### config.mk
export PLATFORM = sky130hd
export DESIGN_NAME = hex_archive_record_parser_top_flat
export DESIGN_NICKNAME = d
export VERILOG_FILES = /design/src/rtl/core/harp_pkg.sv /design/src/rtl/core/harp_in_if.sv /design/src/rtl/core/harp_out_if.sv /design/src/rtl/core/hex_archive_record_parser_top.sv /design/src/flat_wrapper.sv
export SDC_FILE = /design/constraint.sdc
export NUM_CORES = 1
export LEC_CHECK = 0
export BUFFER_PORTS_ARGS = -buffer_cell sky130_fd_sc_hd__buf_2
export CAP_MARGIN = 10
export CORE_MARGIN = 2
export CORE_UTILIZATION = 60
export DETAILED_ROUTE_END_ITERATION = 6
export PLACE_DENSITY = 0.83
export SLEW_MARGIN = 15
export SYNTH_ARGS = -nofsm -noshare
export SYNTH_HDL_FRONTEND = slang
export SYNTH_SLANG_ARGS = --single-unit
### constraint.sdc
create_clock -name clk -period 15.5 [get_ports clk]
set_input_delay 3.1 -clock clk [delete_from_list [all_inputs] [get_ports clk]]
set_output_delay 3.1 -clock clk [all_outputs]
set_load 0.05 [all_outputs]
### src/rtl/core/harp_pkg.sv
// ----------------------------------------------------------------------------
// harp_pkg
// Shared types, codes and helpers for the hex archive record parser.
// ----------------------------------------------------------------------------
package harp_pkg;

    localparam int SIZE_BITS_DEF = 32;
    localparam int PERM_BITS_DEF = 12;

    localparam int PERM_OUT_W  = 12;
    localparam int COUNT_OUT_W = 32;
    localparam int FIFO_DEPTH  = 4;

    localparam logic [7:0] CHAR_NL   = 8'h0A;
    localparam logic [7:0] CHAR_DOT  = 8'h2E;
    localparam logic [7:0] CHAR_0    = 8'h30;
    localparam logic [7:0] CHAR_7    = 8'h37;
    localparam logic [7:0] CHAR_9    = 8'h39;
    localparam logic [7:0] CHAR_UA   = 8'h41;
    localparam logic [7:0] CHAR_UF   = 8'h46;
    localparam logic [7:0] CHAR_LA   = 8'h61;
    localparam logic [7:0] CHAR_LF   = 8'h66;

    typedef enum logic [1:0] {
        PH_PERM = 2'd0,
        PH_NAME = 2'd1,
        PH_SIZE = 2'd2,
        PH_DATA = 2'd3
    } phase_t;

    typedef enum logic [2:0] {
        KIND_PERMISSION = 3'd0,
        KIND_NAME_CHAR  = 3'd1,
        KIND_HEADER     = 3'd2,
        KIND_DATA_BYTE  = 3'd3,
        KIND_RECORD_END = 3'd4,
        KIND_ERROR      = 3'd5
    } kind_t;

    typedef enum logic [2:0] {
        ERR_NO_NEWLINE = 3'd0,
        ERR_BAD_NUMBER = 3'd1,
        ERR_ODD_HEX    = 3'd2,
        ERR_BAD_DIGIT  = 3'd3,
        ERR_MISMATCH   = 3'd4,
        ERR_EARLY_END  = 3'd5,
        ERR_DOTDOT     = 3'd6,
        ERR_OVERFLOW   = 3'd7
    } err_t;

    typedef struct packed {
        logic [2:0]             kind;
        logic [7:0]             byte_value;
        logic [PERM_OUT_W-1:0]  permission;
        logic [COUNT_OUT_W-1:0] byte_count;
        logic [2:0]             error_code;
        logic                   last;
    } result_t;

    typedef struct packed {
        logic       valid;
        logic [3:0] value;
    } hex_digit_t;

    function automatic hex_digit_t hex_decode(input logic [7:0] c);
        hex_digit_t d;
        d.valid = 1'b1;
        d.value = c[3:0];
        if (c >= CHAR_0 && c <= CHAR_9)
        begin
            d.value = c[3:0];
        end
        else if ((c >= CHAR_UA && c <= CHAR_UF) || (c >= CHAR_LA && c <= CHAR_LF))
        begin
            d.value = 4'(c[2:0] + 3'd1) + 4'd8;
        end
        else
        begin
            d.valid = 1'b0;
        end
        return d;
    endfunction

    function automatic result_t mk_res(
        input kind_t                  kind,
        input logic [7:0]             byte_value,
        input logic [PERM_OUT_W-1:0]  permission,
        input logic [COUNT_OUT_W-1:0] byte_count,
        input err_t                   error_code
    );
        result_t r;
        r.kind       = kind;
        r.byte_value = byte_value;
        r.permission = permission;
        r.byte_count = byte_count;
        r.error_code = error_code;
        r.last       = 1'b0;
        return r;
    endfunction

endpackage

### src/rtl/core/harp_in_if.sv
// ----------------------------------------------------------------------------
// harp_in_if
// Character channel into the archive parser.
// ----------------------------------------------------------------------------
interface harp_in_if;
    logic       valid;
    logic       ready;
    logic [7:0] ch;
    logic       end_of_archive;

    modport source (output valid, output ch, output end_of_archive, input ready);
    modport sink   (input valid, input ch, input end_of_archive, output ready);
endinterface

### src/rtl/core/harp_out_if.sv
// ----------------------------------------------------------------------------
// harp_out_if
// Result channel out of the archive parser.
// ----------------------------------------------------------------------------
interface harp_out_if;
    logic        valid;
    logic        ready;
    logic [2:0]  kind;
    logic [7:0]  byte_value;
    logic [11:0] permission;
    logic [31:0] byte_count;
    logic [2:0]  error_code;
    logic        last;

    modport source (output valid, output kind, output byte_value, output permission,
                    output byte_count, output error_code, output last, input ready);
    modport sink   (input valid, input kind, input byte_value, input permission,
                    input byte_count, input error_code, input last, output ready);
endinterface

### src/rtl/core/hex_archive_record_parser_top.sv
// ----------------------------------------------------------------------------
// hex_archive_record_parser_top
// Parses an archive one character per transaction and emits record results.
// A result is written into the result queue when its character is accepted.
// Throughput: one character per cycle while input ready is high; a character
// that yields two results writes both into the four-entry result queue.
// Input ready is high while the queue has room for two results.
// Reset clears the parser state and the queue; after an error the block
// discards characters until the next reset.
// ----------------------------------------------------------------------------
module hex_archive_record_parser_top #(
    parameter int SIZE_BITS = harp_pkg::SIZE_BITS_DEF,
    parameter int PERM_BITS = harp_pkg::PERM_BITS_DEF
) (
    input  logic            clk,
    input  logic            rst_n,
    harp_in_if.sink         chars,
    harp_out_if.source      results
);

    localparam int PW = (PERM_BITS > harp_pkg::PERM_OUT_W) ? PERM_BITS : harp_pkg::PERM_OUT_W;
    localparam int CW = (SIZE_BITS > harp_pkg::COUNT_OUT_W) ? SIZE_BITS
                                                            : harp_pkg::COUNT_OUT_W;
    localparam int HB = SIZE_BITS + 1;
    localparam int PTR_W = $clog2(harp_pkg::FIFO_DEPTH);
    localparam int CNT_W = PTR_W + 1;

    harp_pkg::phase_t     phase_reg, phase_next;
    logic [PERM_BITS-1:0] perm_accum_reg, perm_accum_next;
    logic [SIZE_BITS-1:0] size_accum_reg, size_accum_next;
    logic [HB-1:0]        hex_remaining_reg, hex_remaining_next;
    logic [3:0]           high_nibble_reg, high_nibble_next;
    logic                 nibble_pending_reg, nibble_pending_next;
    logic                 digit_seen_reg, digit_seen_next;
    logic                 prev_dot_reg, prev_dot_next;
    logic                 dotdot_seen_reg, dotdot_seen_next;
    logic                 halted_reg, halted_next;

    harp_pkg::result_t    fifo_reg [harp_pkg::FIFO_DEPTH];
    logic [PTR_W-1:0]     wr_ptr_reg, wr_ptr_next;
    logic [PTR_W-1:0]     rd_ptr_reg, rd_ptr_next;
    logic [CNT_W-1:0]     count_reg, count_next;

    logic                 in_fire;
    logic                 out_fire;
    logic [PERM_BITS+2:0] perm_nv;
    logic [SIZE_BITS+3:0] size_nv;
    logic [PW-1:0]        perm_ext;
    logic [CW-1:0]        count_ext;
    harp_pkg::hex_digit_t hd;
    logic                 prim_v, fin_v, eoa_v, fin_check;
    harp_pkg::result_t    prim, fin, eoa_r, slot0, slot1;
    logic [1:0]           n_res;

    assign in_fire  = chars.valid & chars.ready;
    assign out_fire = results.valid & results.ready;
    assign chars.ready = (count_reg <= CNT_W'(harp_pkg::FIFO_DEPTH - 2));

    assign perm_nv = {perm_accum_reg, 3'b000} + (PERM_BITS + 3)'(chars.ch[2:0]);
    assign size_nv = ({4'b0000, size_accum_reg} << 3) + ({4'b0000, size_accum_reg} << 1)
                   + (SIZE_BITS + 4)'(chars.ch[3:0]);
    assign perm_ext  = PW'(perm_accum_reg);
    assign count_ext = CW'(size_accum_reg);
    assign hd = harp_pkg::hex_decode(chars.ch);

    always_comb
    begin
        phase_next          = phase_reg;
        perm_accum_next     = perm_accum_reg;
        size_accum_next     = size_accum_reg;
        hex_remaining_next  = hex_remaining_reg;
        high_nibble_next    = high_nibble_reg;
        nibble_pending_next = nibble_pending_reg;
        digit_seen_next     = digit_seen_reg;
        prev_dot_next       = prev_dot_reg;
        dotdot_seen_next    = dotdot_seen_reg;
        halted_next         = halted_reg;
        prim_v    = 1'b0;
        fin_v     = 1'b0;
        eoa_v     = 1'b0;
        fin_check = 1'b0;
        prim  = '0;
        fin   = '0;
        eoa_r = '0;

        if (!halted_reg)
        begin
            case (phase_reg)
                harp_pkg::PH_PERM:
                begin
                    if (chars.ch == harp_pkg::CHAR_NL)
                    begin
                        prim_v = 1'b1;
                        if (!digit_seen_reg)
                        begin
                            prim = harp_pkg::mk_res(harp_pkg::KIND_ERROR, 8'd0, '0, '0,
                                                    harp_pkg::ERR_BAD_NUMBER);
                        end
                        else
                        begin
                            prim = harp_pkg::mk_res(harp_pkg::KIND_PERMISSION, 8'd0,
                                                    perm_ext[harp_pkg::PERM_OUT_W-1:0], '0,
                                                    harp_pkg::ERR_NO_NEWLINE);
                            phase_next       = harp_pkg::PH_NAME;
                            digit_seen_next  = 1'b0;
                            prev_dot_next    = 1'b0;
                            dotdot_seen_next = 1'b0;
                        end
                    end
                    else if (chars.ch >= harp_pkg::CHAR_0 && chars.ch <= harp_pkg::CHAR_7)
                    begin
                        if (|perm_nv[PERM_BITS+2:PERM_BITS])
                        begin
                            prim_v = 1'b1;
                            prim = harp_pkg::mk_res(harp_pkg::KIND_ERROR, 8'd0, '0, '0,
                                                    harp_pkg::ERR_OVERFLOW);
                        end
                        else
                        begin
                            perm_accum_next = perm_nv[PERM_BITS-1:0];
                            digit_seen_next = 1'b1;
                        end
                    end
                    else
                    begin
                        prim_v = 1'b1;
                        prim = harp_pkg::mk_res(harp_pkg::KIND_ERROR, 8'd0, '0, '0,
                                                harp_pkg::ERR_BAD_NUMBER);
                    end
                end
                harp_pkg::PH_NAME:
                begin
                    if (chars.ch == harp_pkg::CHAR_NL)
                    begin
                        phase_next      = harp_pkg::PH_SIZE;
                        digit_seen_next = 1'b0;
                        size_accum_next = '0;
                    end
                    else
                    begin
                        prim_v = 1'b1;
                        prim = harp_pkg::mk_res(harp_pkg::KIND_NAME_CHAR, chars.ch, '0, '0,
                                                harp_pkg::ERR_NO_NEWLINE);
                        if (chars.ch == harp_pkg::CHAR_DOT)
                        begin
                            if (prev_dot_reg)
                            begin
                                dotdot_seen_next = 1'b1;
                            end
                            prev_dot_next = 1'b1;
                        end
                        else
                        begin
                            prev_dot_next = 1'b0;
                        end
                    end
                end
                harp_pkg::PH_SIZE:
                begin
                    if (chars.ch == harp_pkg::CHAR_NL)
                    begin
                        prim_v = 1'b1;
                        if (!digit_seen_reg)
                        begin
                            prim = harp_pkg::mk_res(harp_pkg::KIND_ERROR, 8'd0, '0, '0,
                                                    harp_pkg::ERR_BAD_NUMBER);
                        end
                        else
                        begin
                            prim = harp_pkg::mk_res(harp_pkg::KIND_HEADER, 8'd0, '0,
                                                    count_ext[harp_pkg::COUNT_OUT_W-1:0],
                                                    harp_pkg::ERR_NO_NEWLINE);
                            hex_remaining_next  = {size_accum_reg, 1'b0};
                            nibble_pending_next = 1'b0;
                            digit_seen_next     = 1'b0;
                            if (size_accum_reg == '0)
                            begin
                                fin_check = 1'b1;
                            end
                            else
                            begin
                                phase_next = harp_pkg::PH_DATA;
                            end
                        end
                    end
                    else if (chars.ch >= harp_pkg::CHAR_0 && chars.ch <= harp_pkg::CHAR_9)
                    begin
                        if (|size_nv[SIZE_BITS+3:SIZE_BITS])
                        begin
                            prim_v = 1'b1;
                            prim = harp_pkg::mk_res(harp_pkg::KIND_ERROR, 8'd0, '0, '0,
                                                    harp_pkg::ERR_OVERFLOW);
                        end
                        else
                        begin
                            size_accum_next = size_nv[SIZE_BITS-1:0];
                            digit_seen_next = 1'b1;
                        end
                    end
                    else
                    begin
                        prim_v = 1'b1;
                        prim = harp_pkg::mk_res(harp_pkg::KIND_ERROR, 8'd0, '0, '0,
                                                harp_pkg::ERR_BAD_NUMBER);
                    end
                end
                default:
                begin
                    if (chars.ch == harp_pkg::CHAR_NL)
                    begin
                        if (nibble_pending_reg)
                        begin
                            prim_v = 1'b1;
                            prim = harp_pkg::mk_res(harp_pkg::KIND_ERROR, 8'd0, '0, '0,
                                                    harp_pkg::ERR_ODD_HEX);
                        end
                        else
                        begin
                            digit_seen_next = 1'b0;
                            fin_check = (hex_remaining_reg == '0);
                        end
                    end
                    else if (!hd.valid)
                    begin
                        prim_v = 1'b1;
                        prim = harp_pkg::mk_res(harp_pkg::KIND_ERROR, 8'd0, '0, '0,
                                                harp_pkg::ERR_BAD_DIGIT);
                    end
                    else if (hex_remaining_reg == '0)
                    begin
                        prim_v = 1'b1;
                        prim = harp_pkg::mk_res(harp_pkg::KIND_ERROR, 8'd0, '0, '0,
                                                harp_pkg::ERR_MISMATCH);
                    end
                    else
                    begin
                        hex_remaining_next = hex_remaining_reg - HB'(1);
                        digit_seen_next    = 1'b1;
                        if (nibble_pending_reg)
                        begin
                            prim_v = 1'b1;
                            prim = harp_pkg::mk_res(harp_pkg::KIND_DATA_BYTE,
                                                    {high_nibble_reg, hd.value}, '0, '0,
                                                    harp_pkg::ERR_NO_NEWLINE);
                            nibble_pending_next = 1'b0;
                        end
                        else
                        begin
                            high_nibble_next    = hd.value;
                            nibble_pending_next = 1'b1;
                        end
                    end
                end
            endcase

            if (fin_check)
            begin
                fin_v = 1'b1;
                if (dotdot_seen_reg)
                begin
                    fin = harp_pkg::mk_res(harp_pkg::KIND_ERROR, 8'd0, '0, '0,
                                           harp_pkg::ERR_DOTDOT);
                end
                else
                begin
                    fin = harp_pkg::mk_res(harp_pkg::KIND_RECORD_END, 8'd0, '0, '0,
                                           harp_pkg::ERR_NO_NEWLINE);
                    phase_next          = harp_pkg::PH_PERM;
                    perm_accum_next     = '0;
                    digit_seen_next     = 1'b0;
                    nibble_pending_next = 1'b0;
                    prev_dot_next       = 1'b0;
                    dotdot_seen_next    = 1'b0;
                end
            end

            halted_next = (prim_v && prim.kind == harp_pkg::KIND_ERROR)
                       || (fin_v && fin.kind == harp_pkg::KIND_ERROR);

            if (!halted_next && chars.end_of_archive)
            begin
                if (phase_next == harp_pkg::PH_PERM && !digit_seen_next)
                begin
                    eoa_v = 1'b0;
                end
                else
                begin
                    eoa_v = 1'b1;
                    halted_next = 1'b1;
                    if (phase_next == harp_pkg::PH_DATA && !digit_seen_next)
                    begin
                        eoa_r = harp_pkg::mk_res(harp_pkg::KIND_ERROR, 8'd0, '0, '0,
                                                 harp_pkg::ERR_EARLY_END);
                    end
                    else
                    begin
                        eoa_r = harp_pkg::mk_res(harp_pkg::KIND_ERROR, 8'd0, '0, '0,
                                                 harp_pkg::ERR_NO_NEWLINE);
                    end
                end
            end
        end
    end

    // At most two of the three candidates are ever raised together.
    always_comb
    begin
        n_res = 2'(prim_v) + 2'(fin_v) + 2'(eoa_v);
        if (prim_v)
        begin
            slot0 = prim;
            slot1 = fin_v ? fin : eoa_r;
        end
        else
        begin
            slot0 = fin_v ? fin : eoa_r;
            slot1 = eoa_r;
        end
        slot0.last = (n_res == 2'd1);
        slot1.last = 1'b1;
    end

    always_comb
    begin
        wr_ptr_next = wr_ptr_reg;
        rd_ptr_next = rd_ptr_reg;
        count_next  = count_reg;
        if (in_fire)
        begin
            wr_ptr_next = wr_ptr_reg + PTR_W'(n_res);
            count_next  = count_next + CNT_W'(n_res);
        end
        if (out_fire)
        begin
            rd_ptr_next = rd_ptr_reg + PTR_W'(1);
            count_next  = count_next - CNT_W'(1);
        end
    end

    always_ff @(posedge clk or negedge rst_n)
    begin
        if (!rst_n)
        begin
            phase_reg          <= harp_pkg::PH_PERM;
            perm_accum_reg     <= '0;
            size_accum_reg     <= '0;
            hex_remaining_reg  <= '0;
            high_nibble_reg    <= '0;
            nibble_pending_reg <= 1'b0;
            digit_seen_reg     <= 1'b0;
            prev_dot_reg       <= 1'b0;
            dotdot_seen_reg    <= 1'b0;
            halted_reg         <= 1'b0;
            wr_ptr_reg         <= '0;
            rd_ptr_reg         <= '0;
            count_reg          <= '0;
        end
        else
        begin
            if (in_fire)
            begin
                phase_reg          <= phase_next;
                perm_accum_reg     <= perm_accum_next;
                size_accum_reg     <= size_accum_next;
                hex_remaining_reg  <= hex_remaining_next;
                high_nibble_reg    <= high_nibble_next;
                nibble_pending_reg <= nibble_pending_next;
                digit_seen_reg     <= digit_seen_next;
                prev_dot_reg       <= prev_dot_next;
                dotdot_seen_reg    <= dotdot_seen_next;
                halted_reg         <= halted_next;
            end
            wr_ptr_reg <= wr_ptr_next;
            rd_ptr_reg <= rd_ptr_next;
            count_reg  <= count_next;
        end
    end

    always_ff @(posedge clk)
    begin
        if (in_fire && n_res != 2'd0)
        begin
            fifo_reg[wr_ptr_reg] <= slot0;
        end
        if (in_fire && n_res == 2'd2)
        begin
            fifo_reg[wr_ptr_reg + PTR_W'(1)] <= slot1;
        end
    end

    assign results.valid      = (count_reg != '0);
    assign results.kind       = fifo_reg[rd_ptr_reg].kind;
    assign results.byte_value = fifo_reg[rd_ptr_reg].byte_value;
    assign results.permission = fifo_reg[rd_ptr_reg].permission;
    assign results.byte_count = fifo_reg[rd_ptr_reg].byte_count;
    assign results.error_code = fifo_reg[rd_ptr_reg].error_code;
    assign results.last       = fifo_reg[rd_ptr_reg].last;

endmodule

### src/flat_wrapper.sv
// flat-port wrapper written by rule: the top's interface ports become plain ports
module hex_archive_record_parser_top_flat 
#(
    parameter int SIZE_BITS = harp_pkg::SIZE_BITS_DEF,
    parameter int PERM_BITS = harp_pkg::PERM_BITS_DEF
)
  (clk, rst_n, chars_valid, chars_ch, chars_end_of_archive, chars_ready, results_valid, results_kind, results_byte_value, results_permission, results_byte_count, results_error_code, results_last, results_ready);
  harp_in_if chars_i ();
  harp_out_if results_i ();
  input  logic clk;
  input  logic rst_n;
  input wire logic [$bits(chars_i.valid)-1:0] chars_valid;
  input wire logic [$bits(chars_i.ch)-1:0] chars_ch;
  input wire logic [$bits(chars_i.end_of_archive)-1:0] chars_end_of_archive;
  output wire logic [$bits(chars_i.ready)-1:0] chars_ready;
  output wire logic [$bits(results_i.valid)-1:0] results_valid;
  output wire logic [$bits(results_i.kind)-1:0] results_kind;
  output wire logic [$bits(results_i.byte_value)-1:0] results_byte_value;
  output wire logic [$bits(results_i.permission)-1:0] results_permission;
  output wire logic [$bits(results_i.byte_count)-1:0] results_byte_count;
  output wire logic [$bits(results_i.error_code)-1:0] results_error_code;
  output wire logic [$bits(results_i.last)-1:0] results_last;
  input wire logic [$bits(results_i.ready)-1:0] results_ready;
  assign chars_i.valid = chars_valid;
  assign chars_i.ch = chars_ch;
  assign chars_i.end_of_archive = chars_end_of_archive;
  assign chars_ready = chars_i.ready;
  assign results_valid = results_i.valid;
  assign results_kind = results_i.kind;
  assign results_byte_value = results_i.byte_value;
  assign results_permission = results_i.permission;
  assign results_byte_count = results_i.byte_count;
  assign results_error_code = results_i.error_code;
  assign results_last = results_i.last;
  assign results_i.ready = results_ready;
  hex_archive_record_parser_top #(.SIZE_BITS(SIZE_BITS), .PERM_BITS(PERM_BITS)) u_core (.clk(clk), .rst_n(rst_n), .chars(chars_i), .results(results_i));
endmodule
==> impl_results.md <==
- Synth cell count leaders: 216 x dfxtp_1, 187 x a22o_1, 158 x nand2_1
- Final hold violations: 0
- Reg2reg start: u_core.count_ext[2]
- Net Count, Synth: 1,778
- Kind of critical path: input port to register
- Starting Density: 0.611
- Worst setup EP type: register
- Clk root buf: clkbuf_16
- Gr usage total: 0.310
- Post-Place Cell Area: 17,500 sq um
- Post-route cell area: 18,700 sq um
- Worst Path Arrival: 9.47 ns
- Avg Cell Area, Syn: 10.1 sq um
- Inst Count DP: 2,038
- Reg2Reg Depth: 20
- Post-synth EDFFs: 20
- Cell variety after synth: 91
- Share of layout cells above drive strength 1: 0.144
- Most frequent cell after synthesis: dfxtp_1
- Hold Path End: u_core.fifo_reg[0][53]
- Largest net degree at the start of global routing: 94
- PwrDens: 92.6 nW/um^2
- Max reg flops: 236
- Synthesized flop and latch total: 331
- Least-Margin Pin Slew: 1.06 ns
- Cell row count: 61
- CTS sink count: 331
- CTS resizes: 0
- Final worst-path cycle share: 0.597
- Skew-Pair Late Insertion Delay: 0.54 ns
- Syn. warnings: 0
- Total power: 1730 uW
- Drt pass-1 iters: 7
- Min cycle time layout: 9.26 ns
- FFs w/ async S/R, synth: 0.287
- Ranking of synthesized cells by area: dfxtp_1 25%, dfrtp_1 14%, a22o_1 9.6%, mux4_2 7.8%, ha_1 5.7%
- Maximum VDD drop: 0.0728 mV
- Max_cap viols: 0
- Hold path start: u_core.fifo_reg[0][53]
- RePlAce Congestion: 0.964
- Vias in the first global route: 13,800
- Flop2flop setup slack: 8.44 ns
- Hold Path Depth: 2
- Post-synthesis cell area: 17,100 sq um
- Hold/Removal Path Class: register to register
- Gr ovfl total: 0
- IO buf count: 73
- Antenna Violating Nets Remaining: 0
- Crit path max fanout: 50
- Final Setup Violations: 0
- 1st-iter DRT viols: 1,528
- CTS max path bufs: 3
- FMAX: 0.108 GHz
- Final hold slack: 0.459 ns
- Primary FF master, synth: dfxtp_1
- Synthesis-to-finish area growth: 9.62%
- Initial antenna violation count: 0
- RSZ-0062 raised after global routing: no
- Share of the synthesized area in the top cell type: 0.253
- Hpwl dp: 31,500 microns
- Setup repair bufs after CTS: 0
- Reg2reg end: u_core.fifo_reg[0][3]
- Routed len/inst: 22.3 microns
- Synth area leader: dfxtp_1
- Die Wd: 173 microns
- Via count: 14,100
- Nets: 1,793
- Worst-path clk slew: 0.06 ns
- # H-tree levels: 2
- Number of CTS-inserted buffers: 36
- Hold Buf Count CTS: 0
- Via density: 6.71
- Status: finished, violations left
- DRC: 23
- Leak pwr: 0.00764 uW
- Max Clock Skew: 0.0260 ns
- Core area: 27,900 sq um
- Filler-free cell count of the finished design: 2,102
- Die Span Y: 173 microns
- Failing checks: DRC
- First-pass GRT wire length: 75,100 microns
- Total Wirelength: 46,800 microns
- Die ar.: 29,800 sq um
- CTS tree: done
- I/O Pins: 74
- Fillers: 2,176
- Relative slew slack: 0.287
- Critical Path RT: 15.72 ns
- Sequential share of the synthesized area: 0.428
- Setup TNS: 0 ns
- CP startpoint kind: input port
- Max-slew violation count: 0
- Cells after synthesis: 1,683
==> cell usage in the layout (no fill, tap or decap), types with 38 or more instances in the layout <==
| master | instances |
|---|---|
| o21ai_0 | 137 |
| nor2_1 | 103 |
| nor3_1 | 39 |
| a21oi_1 | 88 |
| dfxtp_1 | 216 |
| ha_1 | 77 |
| mux4_2 | 59 |
| dfrtp_1 | 93 |
| nand2_1 | 158 |
| clkbuf_16 | 38 |
| buf_2 | 72 |
| a22o_1 | 187 |
==> stage by stage <==
step	setup slack, ns	util
CTS	6.20	0.670
detailed placement	5.69	0.627
global route	5.79	0.670
floorplan	6.95	-
global placement	6.04	0.627
finish	6.24	0.670
==> area by class of cell <==
class / count / area, sq um / area share
Multi-Input combinational cell: 1205 / 9140 / 0.488
Timing Repair Buffer: 86 / 465 / 0.0249
Tap cell: 378 / 473 / 0.0253
Clock buffer: 54 / 1080 / 0.0578
Inverter: 38 / 143 / 0.00762
Clock inverter: 9 / 108 / 0.00575
Sequential cell: 331 / 7310 / 0.390
Antenna cell: 1 / 2.50 / 0.000134
==> kinds of logic (layout without fill, tap and decap cells) <==
logic type / after synthesis / in the layout / synth area share
fa+ha+maj: 82 / 82 / 0.0619
xor+xnor: 38 / 38 / 0.0204
compound gates: 569 / 569 / 0.239
buf+inv: 147 / 187 / 0.0391
simple gates: 437 / 437 / 0.122
other cells: 0 / 1 / 0
flops: 331 / 331 / 0.428
mux: 79 / 79 / 0.0904
==> per-layer routing <==
layer / routed length (microns) / part of all wire / global-route usage / vias to the layer above
li1: - / - / - / 6395
met1: 20200 / 0.43 / 0.441 / 6965
met2: 21500 / 0.46 / 0.485 / 650
met3: 3860 / 0.083 / 0.0543 / 101
met4: 1240 / 0.027 / 0.100 / 0
met5: 0 / 0 / 0 / -
==> critical path, cell delays in order <==
cell and delay [ns]:
buf_2 0.18, inv_1 0.13, fa_1 0.55, inv_1 0.07, fa_1 0.47, a21oi_2 0.19, o221ai_2 0.19, o221ai_1 0.26
a22oi_2 0.15, a41oi_2 0.32, mux2i_4 0.40, nor4_1 0.10, o31ai_2 0.41, a31o_2 0.31, inv_1 0.08, fa_1 0.68
o21ai_0 0.29, nor3_1 0.89, nor2_4 0.05, buf_4 0.35, inv_1 0.27
==> report_power, final <==
group	internal (uW)	total [uW]	leakage [uW]	switching [uW]
Clock	504	854	0.000585	350
Sequential	862	862	0.00317	0
Combinational	3.78	16.4	0.00388	12.6
Total	1370	1730	0.00764	363
==> how the worst max path moves through the flow <==
stage	startpoint	end	slack (ns)	cells after the start
after floorplan	chars_ch[3]	u_core.fifo_reg[0][1]	6.95	21
after global routing	chars_ch[3]	u_core.fifo_reg[0][2]	5.79	21
final	chars_ch[3]	u_core.fifo_reg[0][3]	6.24	21
after detailed placement	chars_ch[3]	u_core.fifo_reg[0][2]	5.69	21
after CTS	chars_ch[3]	u_core.fifo_reg[0][3]	6.20	21
after global placement	chars_ch[3]	u_core.fifo_reg[0][1]	6.04	21
No activity file was read; power rests on OpenSTA's default activity.
